### src/design/crc_pkg.sv
// Shared types and constants for the coin ratio classifier.
// Used by crc_front, crc_back and coin_ratio_classifier; no dependencies.
package crc_pkg;

    // Fixed sizes
    localparam int COIN_KINDS  = 8;
    localparam int COIN_IDX_W  = 3;
    localparam int CAL_COIN_W  = 4;
    localparam int TS_W        = 32;
    localparam int RATIO_W     = 16;
    localparam int CENTS_W     = 8;
    localparam int CFG_DATA_W  = 8;
    localparam int CFG_INDEX_W = 2;
    localparam int PROBE_COUNT = 7;
    localparam int DIV_CNT_W   = 5;

    // Command queue between front and back
    localparam int QUEUE_DEPTH = 2;
    localparam int QUEUE_PTR_W = 1;
    localparam int QUEUE_CNT_W = 2;

    // Configuration register indexes
    localparam logic [CFG_INDEX_W-1:0] REG_CALIBRATE_MODE = 2'd0;
    localparam logic [CFG_INDEX_W-1:0] REG_CAL_COIN       = 2'd1;
    localparam logic [CFG_INDEX_W-1:0] REG_PAYMENT_TARGET = 2'd2;

    // Configuration reset values
    localparam logic [CAL_COIN_W-1:0] CAL_COIN_NONE  = 4'd8;
    localparam logic [CENTS_W-1:0]    TARGET_DEFAULT = 8'd120;

    // Operation codes
    localparam logic OP_PASSAGE      = 1'b0;
    localparam logic OP_WINDOW_RESET = 1'b1;

    // Ratio constants
    localparam logic [RATIO_W-1:0] RATIO_NONE       = 16'hFFFF;
    localparam logic [RATIO_W-1:0] WINDOW_RESET_LOW = 16'd100;
    localparam logic [RATIO_W-1:0] WINDOW_RESET_HIGH = 16'd0;

    // Window defaults, per coin kind 1c..200c
    localparam logic [RATIO_W-1:0] LOW_INIT [COIN_KINDS] =
        '{16'd1000, 16'd438, 16'd250, 16'd328, 16'd216, 16'd175, 16'd190, 16'd155};
    localparam logic [RATIO_W-1:0] HIGH_INIT [COIN_KINDS] =
        '{16'd0, 16'd514, 16'd270, 16'd376, 16'd230, 16'd185, 16'd205, 16'd162};

    // Window probe order: 5c, 2c, 200c, 100c, 50c, 20c, 10c
    localparam logic [COIN_IDX_W-1:0] PROBE_ORDER [PROBE_COUNT] =
        '{3'd2, 3'd1, 3'd7, 3'd6, 3'd5, 3'd4, 3'd3};

    localparam logic [CENTS_W-1:0] KIND_CENTS [COIN_KINDS] =
        '{8'd1, 8'd2, 8'd5, 8'd10, 8'd20, 8'd50, 8'd100, 8'd200};

    // Window indexes used by the gate pre-check
    localparam logic [COIN_IDX_W-1:0] GATE_HIGH_KIND = 3'd3;
    localparam logic [COIN_IDX_W-1:0] GATE_LOW_KIND  = 3'd5;

    // Accepted value range and the 5c value
    localparam logic [CENTS_W-1:0] CENTS_MIN_ACCEPT = 8'd10;
    localparam logic [CENTS_W-1:0] CENTS_MAX_ACCEPT = 8'd100;
    localparam logic [CENTS_W-1:0] CENTS_FIVE       = 8'd5;

    // Prepared command: scaled difference and divisor
    typedef struct packed {
        logic            op;
        logic [TS_W-1:0] d100;
        logic [TS_W-1:0] s;
    } cmd_t;

    typedef struct packed {
        logic                  calibrate_mode;
        logic [CAL_COIN_W-1:0] cal_coin;
        logic [CENTS_W-1:0]    payment_target;
    } cfg_t;

    typedef struct packed {
        logic [RATIO_W-1:0] ratio;
        logic [CENTS_W-1:0] coin_cents;
        logic               accepted;
        logic               open_gate;
        logic [CENTS_W-1:0] payment_total;
        logic               payment_done;
    } result_t;

endpackage

### src/design/crc_front.sv
// Front end: takes timestamp items, forms d*100 and s, queues commands.
// Depends on crc_pkg.
module crc_front (
    input  logic                   clk,
    input  logic                   rst_n,
    input  logic                   push,
    output logic                   full,
    input  logic                   operation,
    input  logic [crc_pkg::TS_W-1:0] t_first_entry,
    input  logic [crc_pkg::TS_W-1:0] t_second_entry,
    input  logic [crc_pkg::TS_W-1:0] t_first_exit,
    output logic                   cmd_valid,
    input  logic                   cmd_take,
    output crc_pkg::cmd_t          cmd
);

    crc_pkg::cmd_t                      queue_reg [crc_pkg::QUEUE_DEPTH];
    logic [crc_pkg::QUEUE_PTR_W-1:0]    wr_ptr_reg;
    logic [crc_pkg::QUEUE_PTR_W-1:0]    rd_ptr_reg;
    logic [crc_pkg::QUEUE_CNT_W-1:0]    count_reg;
    logic [crc_pkg::QUEUE_CNT_W-1:0]    count_next;
    logic [crc_pkg::TS_W-1:0]           d;
    crc_pkg::cmd_t                      entry;
    logic                               wr_en;
    logic                               rd_en;

    // Form the wrapped differences; d*100 as shift-and-add
    always_comb
    begin
        d          = t_second_entry - t_first_entry;
        entry.op   = operation;
        entry.s    = t_first_exit - t_second_entry;
        entry.d100 = (d << 6) + (d << 5) + (d << 2);
    end

    assign full      = (count_reg == crc_pkg::QUEUE_CNT_W'(crc_pkg::QUEUE_DEPTH));
    assign cmd_valid = (count_reg != '0);
    assign cmd       = queue_reg[rd_ptr_reg];
    assign wr_en     = push && !full;
    assign rd_en     = cmd_take && cmd_valid;

    always_comb
    begin
        count_next = count_reg;
        if (wr_en && !rd_en)
        begin
            count_next = count_reg + 1'b1;
        end
        else if (rd_en && !wr_en)
        begin
            count_next = count_reg - 1'b1;
        end
    end

    // Advance pointers and count
    always_ff @(posedge clk or negedge rst_n)
    begin
        if (!rst_n)
        begin
            wr_ptr_reg <= '0;
            rd_ptr_reg <= '0;
            count_reg  <= '0;
        end
        else
        begin
            if (wr_en)
            begin
                wr_ptr_reg <= wr_ptr_reg + 1'b1;
            end
            if (rd_en)
            begin
                rd_ptr_reg <= rd_ptr_reg + 1'b1;
            end
            count_reg <= count_next;
        end
    end

    // Store the prepared command
    always_ff @(posedge clk)
    begin
        if (wr_en)
        begin
            queue_reg[wr_ptr_reg] <= entry;
        end
    end

    // Count never passes the queue depth
    assert property (@(posedge clk) disable iff (!rst_n)
        count_reg <= crc_pkg::QUEUE_CNT_W'(crc_pkg::QUEUE_DEPTH))
        else $error("command queue count overflow");

    // A full queue with no read stays full
    assert property (@(posedge clk) disable iff (!rst_n)
        full && !cmd_take |=> full)
        else $error("command queue lost an entry while full");

endmodule

### src/design/crc_back.sv
// Back end: serial divider, window match, calibration and payment total.
// Holds the window tables and the result register. Depends on crc_pkg.
module crc_back (
    input  logic                clk,
    input  logic                rst_n,
    input  crc_pkg::cfg_t       cfg,
    input  logic                cmd_valid,
    output logic                cmd_take,
    input  crc_pkg::cmd_t       cmd,
    output logic                empty,
    input  logic                pop,
    output crc_pkg::result_t    res
);

    localparam logic [1:0] ST_IDLE  = 2'd0;
    localparam logic [1:0] ST_DIV   = 2'd1;
    localparam logic [1:0] ST_APPLY = 2'd2;

    logic [1:0]                          state_reg;
    logic                                op_reg;
    logic [crc_pkg::TS_W-1:0]            quot_reg;
    logic [crc_pkg::TS_W-1:0]            rem_reg;
    logic [crc_pkg::TS_W-1:0]            div_reg;
    logic [crc_pkg::DIV_CNT_W-1:0]       cnt_reg;
    logic [crc_pkg::RATIO_W-1:0]         win_low_reg  [crc_pkg::COIN_KINDS];
    logic [crc_pkg::RATIO_W-1:0]         win_high_reg [crc_pkg::COIN_KINDS];
    logic [crc_pkg::CENTS_W-1:0]         paid_reg;
    logic [crc_pkg::CENTS_W-1:0]         paid_next;
    crc_pkg::result_t                    res_reg;
    crc_pkg::result_t                    res_next;
    logic                                res_valid_reg;

    logic [crc_pkg::TS_W:0]              trial;
    logic [crc_pkg::TS_W:0]              shifted;
    logic [crc_pkg::RATIO_W-1:0]         ratio;
    logic [crc_pkg::COIN_IDX_W-1:0]      cal_idx;
    logic                                cal_sel;
    logic [crc_pkg::COIN_IDX_W-1:0]      kind;
    logic [crc_pkg::CENTS_W-1:0]         cents;
    logic [crc_pkg::CENTS_W:0]           sum;
    logic                                slot_free;
    logic                                apply;

    assign cmd_take  = (state_reg == ST_IDLE) && cmd_valid;
    assign slot_free = !res_valid_reg || pop;
    assign apply     = (state_reg == ST_APPLY) && slot_free;
    assign empty     = !res_valid_reg;
    assign res       = res_reg;
    assign ratio     = quot_reg[crc_pkg::RATIO_W-1:0];
    assign cal_idx   = cfg.cal_coin[crc_pkg::COIN_IDX_W-1:0];
    assign cal_sel   = !cfg.cal_coin[crc_pkg::CAL_COIN_W-1];

    // One restoring division step
    always_comb
    begin
        shifted = {rem_reg, quot_reg[crc_pkg::TS_W-1]};
        trial   = shifted - {1'b0, div_reg};
    end

    // Match windows; the earliest entry in probe order wins, else 1c
    always_comb
    begin
        kind = '0;
        for (int i = crc_pkg::PROBE_COUNT - 1; i >= 0; i--)
        begin
            if (ratio >= win_low_reg[crc_pkg::PROBE_ORDER[i]] &&
                ratio <= win_high_reg[crc_pkg::PROBE_ORDER[i]])
            begin
                kind = crc_pkg::PROBE_ORDER[i];
            end
        end
        cents = crc_pkg::KIND_CENTS[kind];
        sum   = {1'b0, paid_reg} + {1'b0, cents};
    end

    // Build the result and the next payment total
    always_comb
    begin
        res_next               = '0;
        paid_next              = paid_reg;
        if (op_reg == crc_pkg::OP_PASSAGE && !cfg.calibrate_mode)
        begin
            res_next.coin_cents = cents;
            if (ratio >= win_high_reg[crc_pkg::GATE_HIGH_KIND] ||
                ratio <= win_low_reg[crc_pkg::GATE_LOW_KIND] ||
                cents == crc_pkg::CENTS_FIVE)
            begin
                res_next.open_gate = 1'b1;
            end
            if (cents < crc_pkg::CENTS_MIN_ACCEPT || cents > crc_pkg::CENTS_MAX_ACCEPT)
            begin
                res_next.open_gate = 1'b1;
            end
            else
            begin
                res_next.accepted = 1'b1;
                if (sum >= {1'b0, cfg.payment_target})
                begin
                    res_next.payment_done = 1'b1;
                    paid_next             = '0;
                end
                else
                begin
                    paid_next = sum[crc_pkg::CENTS_W-1:0];
                end
            end
        end
        res_next.ratio         = ratio;
        res_next.payment_total = paid_next;
    end

    // Sequence: take command, divide (skipped for a window reset or a zero s), apply
    always_ff @(posedge clk or negedge rst_n)
    begin
        if (!rst_n)
        begin
            state_reg     <= ST_IDLE;
            cnt_reg       <= '0;
            res_valid_reg <= 1'b0;
            paid_reg      <= '0;
            for (int k = 0; k < crc_pkg::COIN_KINDS; k++)
            begin
                win_low_reg[k]  <= crc_pkg::LOW_INIT[k];
                win_high_reg[k] <= crc_pkg::HIGH_INIT[k];
            end
        end
        else
        begin
            // Drop the result once transferred, unless a new one replaces it
            if (pop && res_valid_reg && !apply)
            begin
                res_valid_reg <= 1'b0;
            end
            unique case (state_reg)
                ST_IDLE:
                begin
                    if (cmd_valid)
                    begin
                        cnt_reg <= '0;
                        if (cmd.op == crc_pkg::OP_WINDOW_RESET || cmd.s == '0)
                        begin
                            state_reg <= ST_APPLY;
                        end
                        else
                        begin
                            state_reg <= ST_DIV;
                        end
                    end
                end
                ST_DIV:
                begin
                    cnt_reg <= cnt_reg + 1'b1;
                    if (cnt_reg == '1)
                    begin
                        state_reg <= ST_APPLY;
                    end
                end
                ST_APPLY:
                begin
                    if (slot_free)
                    begin
                        state_reg     <= ST_IDLE;
                        res_valid_reg <= 1'b1;
                        paid_reg      <= paid_next;
                        if (cal_sel)
                        begin
                            if (op_reg == crc_pkg::OP_WINDOW_RESET)
                            begin
                                win_low_reg[cal_idx]  <= crc_pkg::WINDOW_RESET_LOW;
                                win_high_reg[cal_idx] <= crc_pkg::WINDOW_RESET_HIGH;
                            end
                            else if (cfg.calibrate_mode)
                            begin
                                if (win_low_reg[cal_idx] > ratio)
                                begin
                                    win_low_reg[cal_idx] <= ratio;
                                end
                                if (win_high_reg[cal_idx] < ratio)
                                begin
                                    win_high_reg[cal_idx] <= ratio;
                                end
                            end
                        end
                    end
                end
                default:
                begin
                    state_reg <= ST_IDLE;
                end
            endcase
        end
    end

    // Divider datapath and result payload
    always_ff @(posedge clk)
    begin
        if (cmd_take)
        begin
            op_reg  <= cmd.op;
            div_reg <= cmd.s;
            rem_reg <= '0;
            if (cmd.op == crc_pkg::OP_WINDOW_RESET)
            begin
                quot_reg <= '0;
            end
            else if (cmd.s == '0)
            begin
                quot_reg <= crc_pkg::TS_W'(crc_pkg::RATIO_NONE);
            end
            else
            begin
                quot_reg <= cmd.d100;
            end
        end
        else if (state_reg == ST_DIV)
        begin
            if (!trial[crc_pkg::TS_W])
            begin
                rem_reg  <= trial[crc_pkg::TS_W-1:0];
                quot_reg <= {quot_reg[crc_pkg::TS_W-2:0], 1'b1};
            end
            else
            begin
                rem_reg  <= shifted[crc_pkg::TS_W-1:0];
                quot_reg <= {quot_reg[crc_pkg::TS_W-2:0], 1'b0};
            end
        end
        if (apply)
        begin
            res_reg <= res_next;
        end
    end

    // A waiting result is not overwritten before it is transferred
    assert property (@(posedge clk) disable iff (!rst_n)
        res_valid_reg && !pop |=> res_valid_reg && $stable(res_reg))
        else $error("waiting result changed before transfer");

    // Commands are only taken while idle, and taking one always starts work
    assert property (@(posedge clk) disable iff (!rst_n)
        cmd_take |=> state_reg == ST_DIV || state_reg == ST_APPLY)
        else $error("command taken without starting work");

    // Division always runs its full count before applying
    assert property (@(posedge clk) disable iff (!rst_n)
        state_reg == ST_DIV && cnt_reg != '1 |=> state_reg == ST_DIV)
        else $error("division left early");

endmodule

### src/design/coin_ratio_classifier.sv
// Coin ratio classifier top level: configuration registers, front and back.
// Depends on crc_pkg, crc_front and crc_back.
//
// Each coin passage gives three timestamps; the block forms the ratio
// (d*100)/s and classifies, calibrates or resets a window. Items enter through
// a two-entry command queue, so up to two items can be pushed while the back
// end works and a finished result waits to be popped. A coin passage with a
// non-zero s takes the command, runs 32 steps of the bit-serial restoring divider,
// then updates the windows and the total once the result slot is free; a window
// reset or a zero s skips the divider. No new command is taken until the last item
// is applied. Configuration writes take effect at once and should be made idle.
module coin_ratio_classifier (
    input  logic                                clk,
    input  logic                                rst_n,
    // configuration
    input  logic                                cfg_we,
    input  logic [crc_pkg::CFG_INDEX_W-1:0]     cfg_index,
    input  logic [crc_pkg::CFG_DATA_W-1:0]      cfg_data,
    // input side
    input  logic                                push,
    output logic                                full,
    input  logic                                operation,
    input  logic [crc_pkg::TS_W-1:0]            t_first_entry,
    input  logic [crc_pkg::TS_W-1:0]            t_second_entry,
    input  logic [crc_pkg::TS_W-1:0]            t_first_exit,
    // result side
    output logic                                empty,
    input  logic                                pop,
    output logic [crc_pkg::RATIO_W-1:0]         ratio,
    output logic [crc_pkg::CENTS_W-1:0]         coin_cents,
    output logic                                accepted,
    output logic                                open_gate,
    output logic [crc_pkg::CENTS_W-1:0]         payment_total,
    output logic                                payment_done
);

    crc_pkg::cfg_t      cfg_reg;
    crc_pkg::cmd_t      cmd;
    crc_pkg::result_t   res;
    logic               cmd_valid;
    logic               cmd_take;

    // Write configuration registers
    always_ff @(posedge clk or negedge rst_n)
    begin
        if (!rst_n)
        begin
            cfg_reg.calibrate_mode <= 1'b0;
            cfg_reg.cal_coin       <= crc_pkg::CAL_COIN_NONE;
            cfg_reg.payment_target <= crc_pkg::TARGET_DEFAULT;
        end
        else if (cfg_we)
        begin
            unique case (cfg_index)
                crc_pkg::REG_CALIBRATE_MODE:
                begin
                    cfg_reg.calibrate_mode <= cfg_data[0];
                end
                crc_pkg::REG_CAL_COIN:
                begin
                    cfg_reg.cal_coin <= cfg_data[crc_pkg::CAL_COIN_W-1:0];
                end
                crc_pkg::REG_PAYMENT_TARGET:
                begin
                    cfg_reg.payment_target <= cfg_data;
                end
                default:
                begin
                end
            endcase
        end
    end

    crc_front u_front (
        .clk            (clk),
        .rst_n          (rst_n),
        .push           (push),
        .full           (full),
        .operation      (operation),
        .t_first_entry  (t_first_entry),
        .t_second_entry (t_second_entry),
        .t_first_exit   (t_first_exit),
        .cmd_valid      (cmd_valid),
        .cmd_take       (cmd_take),
        .cmd            (cmd)
    );

    crc_back u_back (
        .clk       (clk),
        .rst_n     (rst_n),
        .cfg       (cfg_reg),
        .cmd_valid (cmd_valid),
        .cmd_take  (cmd_take),
        .cmd       (cmd),
        .empty     (empty),
        .pop       (pop),
        .res       (res)
    );

    assign ratio         = res.ratio;
    assign coin_cents    = res.coin_cents;
    assign accepted      = res.accepted;
    assign open_gate     = res.open_gate;
    assign payment_total = res.payment_total;
    assign payment_done  = res.payment_done;

endmodule
### config.mk
export PLATFORM = sky130hd
export DESIGN_NAME = coin_ratio_classifier
export DESIGN_NICKNAME = d
export VERILOG_FILES = /design/src/design/crc_pkg.sv /design/src/design/crc_front.sv /design/src/design/crc_back.sv /design/src/design/coin_ratio_classifier.sv
export SDC_FILE = /design/constraint.sdc
export NUM_CORES = 2
export LEC_CHECK = 0
export BUFFER_PORTS_ARGS = -buffer_cell sky130_fd_sc_hd__buf_2
export CORE_UTILIZATION = 50
export DETAILED_ROUTE_END_ITERATION = 6
export GPL_TIMING_DRIVEN = 0
export PLACE_DENSITY = 0.67
export SYNTH_ARGS = -nofsm -noshare
export SYNTH_HDL_FRONTEND = slang
export SYNTH_SLANG_ARGS = --single-unit
### constraint.sdc
create_clock -name clk -period 7.25 [get_ports clk]
set_input_delay 1.45 -clock clk [delete_from_list [all_inputs] [get_ports clk]]
set_output_delay 1.45 -clock clk [all_outputs]
set_load 0.01 [all_outputs]
==> flow_summary.toml <==
[cells_and_area]
mostFrequentLayoutCells = "427 x inv_1, 397 x ha_1, 226 x edfxtp_1"
final_nets = 4159
fin_util_pct = 57.1
area_delta_synth_final_pct = 13.2
final_common_cell = "inv_1"
drive_above_1_share_pct = 16.7

[pwr]
irDropWorstVdd_v = 0.000363
internal-power_w = 0.0101
power.density_mw_per_mm2 = 442
power.clock.fraction_pct = 18.0
cellLeakagePower_nw = 17.4
p_sw_w = 0.00754
p_sw_share_pct = 42.7
seqPwrFrac_pct = 28.1
power_frac_comb_pct = 53.9

[synth]
synth_simple_gate_area_share_pct = 8.42
synth_ff_type = "edfxtp_1"
synthMuxAreaShare_pct = 7.86
syn_avg_cell_area_sq_um = 10.5
synthXorXnorAreaFrac_pct = 3.03
synth_edf_count = 226
synth_top_family_by_area = "compound AO/OA/AOI/OAI gates"
syn-num-nets = 3890
yosysUniqueCellTypes = 82
yosysTopAreaCellShare_pct = 19.2
synthAdderAreaFrac_pct = 15.8
ys_ff_latch = 547
synth_area_sq_mm = 0.0353
yosysSeqAreaShare_pct = 41.8
ys_warn_count = 0
synth_area_leaders = "edfxtp_1 19%, dfrtp_1 15%, ha_1 14%, dfstp_2 5.7%, mux2_2 5.6%"
async_flop_share_pct = 52.8
synth_compound_area_share_pct = 17.4
synth_cells = 3351
yosys.area.top_type = "edfxtp_1"

[sta]
fin_crit_ps = 6780
period_share_pct = 93.6
drv_slew = 0
rsz0062_at_grt = "false"
skew_ps = 18.9
hold_ws_ps = 465
tightest_slew_ps = 1320
finalHoldViolCount = 0
slew_headroom_pct = 11.2
setup_viol = 0
fmax_mhz = 147

[floorplanning]
die_w_um = 268
start_util_pct = 50.4
rows = 97
core-area_sq_mm = 0.0700
io_pins = 149
die_h_um = 268
die_area_sq_mm = 0.0717

[clock_network]
cts_hold_buf = 0
cts_inserted_buffers = 57
root_buffer = "clkbuf_16"
cts_tree = "yes"
clock_latency_ps = 660
clock-sinks = 547
clk_pin_slew_ps = 60
htree_num_levels = 2
cts_buffer_depth = 3

[routing]
drc = 0
finalWirelength_um = 101000
first_pass_iters = 6
wl_per_cell_um = 21.8
ant_nets = 0
num_vias = 27200
vias_per_cell = 5.90
initialDrtViolationCount = 2487

[hold_path]
hp-class = "reg2reg"

[global_routing]
grt_antenna_before_repair = 1
grt_max_degree = 122
met1_usage_pct = 38.7
first_global_vias = 26300
overflow = 0
met2_usage_pct = 43.6
grt_pass1_wl_um = 154000
grt-busiest-layer = "met2"
grt_usage_pct = 28.0
grtUsageMet3_pct = 5.07

[worst_setup_path]
cp_common_cell = "ha_1"
start_kind = "flip-flop"
worstPathMaxFanout = 9
max_stage_delay_ps = 580
cpMaxStageDelayCell = "a21oi_1"
worst_ep_arrival_time_ps = 7260
crit_type = "reg2reg"
endpoint_kind = "flip-flop"
worstPathRequired_ps = 7720

[placement]
place_congestion = 0.933
dp_hpwl_um = 73400
port_buffers = 146

[run_status]
outcome = "finished, final reports clean"

[run]
timing.max_cap.violations = 0
[cell families (layout without fill, tap and decap cells)]
| family | Yosys count | after routing |
|---|---|---|
| simple gates | 586 | 586 |
| flops | 547 | 547 |
| other cells | 0 | 1 |
| buf+inv | 529 | 847 |
| fa+ha+maj | 427 | 427 |
| compound gates | 888 | 888 |
| xor+xnor | 120 | 120 |
| mux | 254 | 254 |
[stage by stage]
step                      instance area [sq um]  total power, W  TNS [ps]  cells  setup slack, ps
final                                     40000          0.0177         0   4610              466
after global routing                      40000          0.0190         0   4609             67.4
after CTS                                 39600          0.0173         0   4577             12.7
after detailed placement                  37400          0.0139    -11950   4443             -813
after global placement                    37200          0.0135   -189350   4437            -1800
after floorplan                           35300          0.0112         0   3351              859
[power by group through the flow]
stage               combinational (W)  clock, W  sequential [W]
finish                        0.00951   0.00318         0.00496
global route                   0.0106   0.00332         0.00504
CTS                           0.00902   0.00321         0.00510
detailed placement            0.00862         0         0.00527
global placement              0.00822         0         0.00528
floorplan                     0.00625         0         0.00498
[cells in the mapped netlist (all sizes together), types with 13 or more instances]
library cell  instances
inv                 430
o21bai               16
mux2i                76
nor3                 53
nor2b                38
a211oi               21
nand4                77
clkbuf               81
dfxtp                32
o211ai               13
or2                  15
a21o                 96
a21oi               185
and3                 20
edfxtp              226
nor4                 17
fa                   30
ha                  397
xor2                 37
dfstp                76
o31ai                28
nand2b               31
a22oi               127
o21a                 52
a22o                129
nor2                101
mux2                177
o21ai               130
a31oi                21
nand3                28
xnor2                83
dfrtp               213
buf                  18
nand2               163
[cell type report]
cell class,count,area (sq um)
fill,6035,30000
timing repair buffer,210,1380
antenna,1,2.50
clock buffer,69,1540
buffer,99,408
sequential,547,14800
inverter,430,1620
clock inverter,39,489
multi-input combinational,2275,18600
tap,940,1180
[path summary, 6_finish.rpt]
path / startpoint / to / slack (ps) / cells past startpoint
min in group asynchronous: rst_n / u_back.win_low_reg[42] / 750 / 1
min reg2reg: u_back.rem_reg[20] / u_back.rem_reg[20] / 470 / 2
max in group asynchronous: rst_n / u_back.win_high_reg[17] / 5490 / 2
min: u_back.rem_reg[20] / u_back.rem_reg[20] / 470 / 2
max reg2reg: u_back.quot_reg[9] / u_back.res[2] / 470 / 28
max: u_back.quot_reg[9] / u_back.res[2] / 470 / 28
[routing by layer]
metal | vias up | part of all wire, %
li1 | 12800 | -
met5 | - | 0
met2 | 1005 | 44
met3 | 223 | 7.1
met1 | 13200 | 44
met4 | 0 | 4.2
[critical path, delay by kind of cell, from the launching register on]
kind	cells	cell delay, ps
AOI/OAI and AO/OA	13	2870
adders and majority gates	4	1110
and+or+nand+nor	6	960
buffers and inverters	3	700
DFF	1	490
muxes	2	460
[what timing repair did]
item | CTS | global route
pin swaps | 1 | 1
setup buffers | 26 | 32
endpoints found under the setup margin | 17 | 17
resized for setup | 6 | 8
Power figures use the tool's default switching activity.
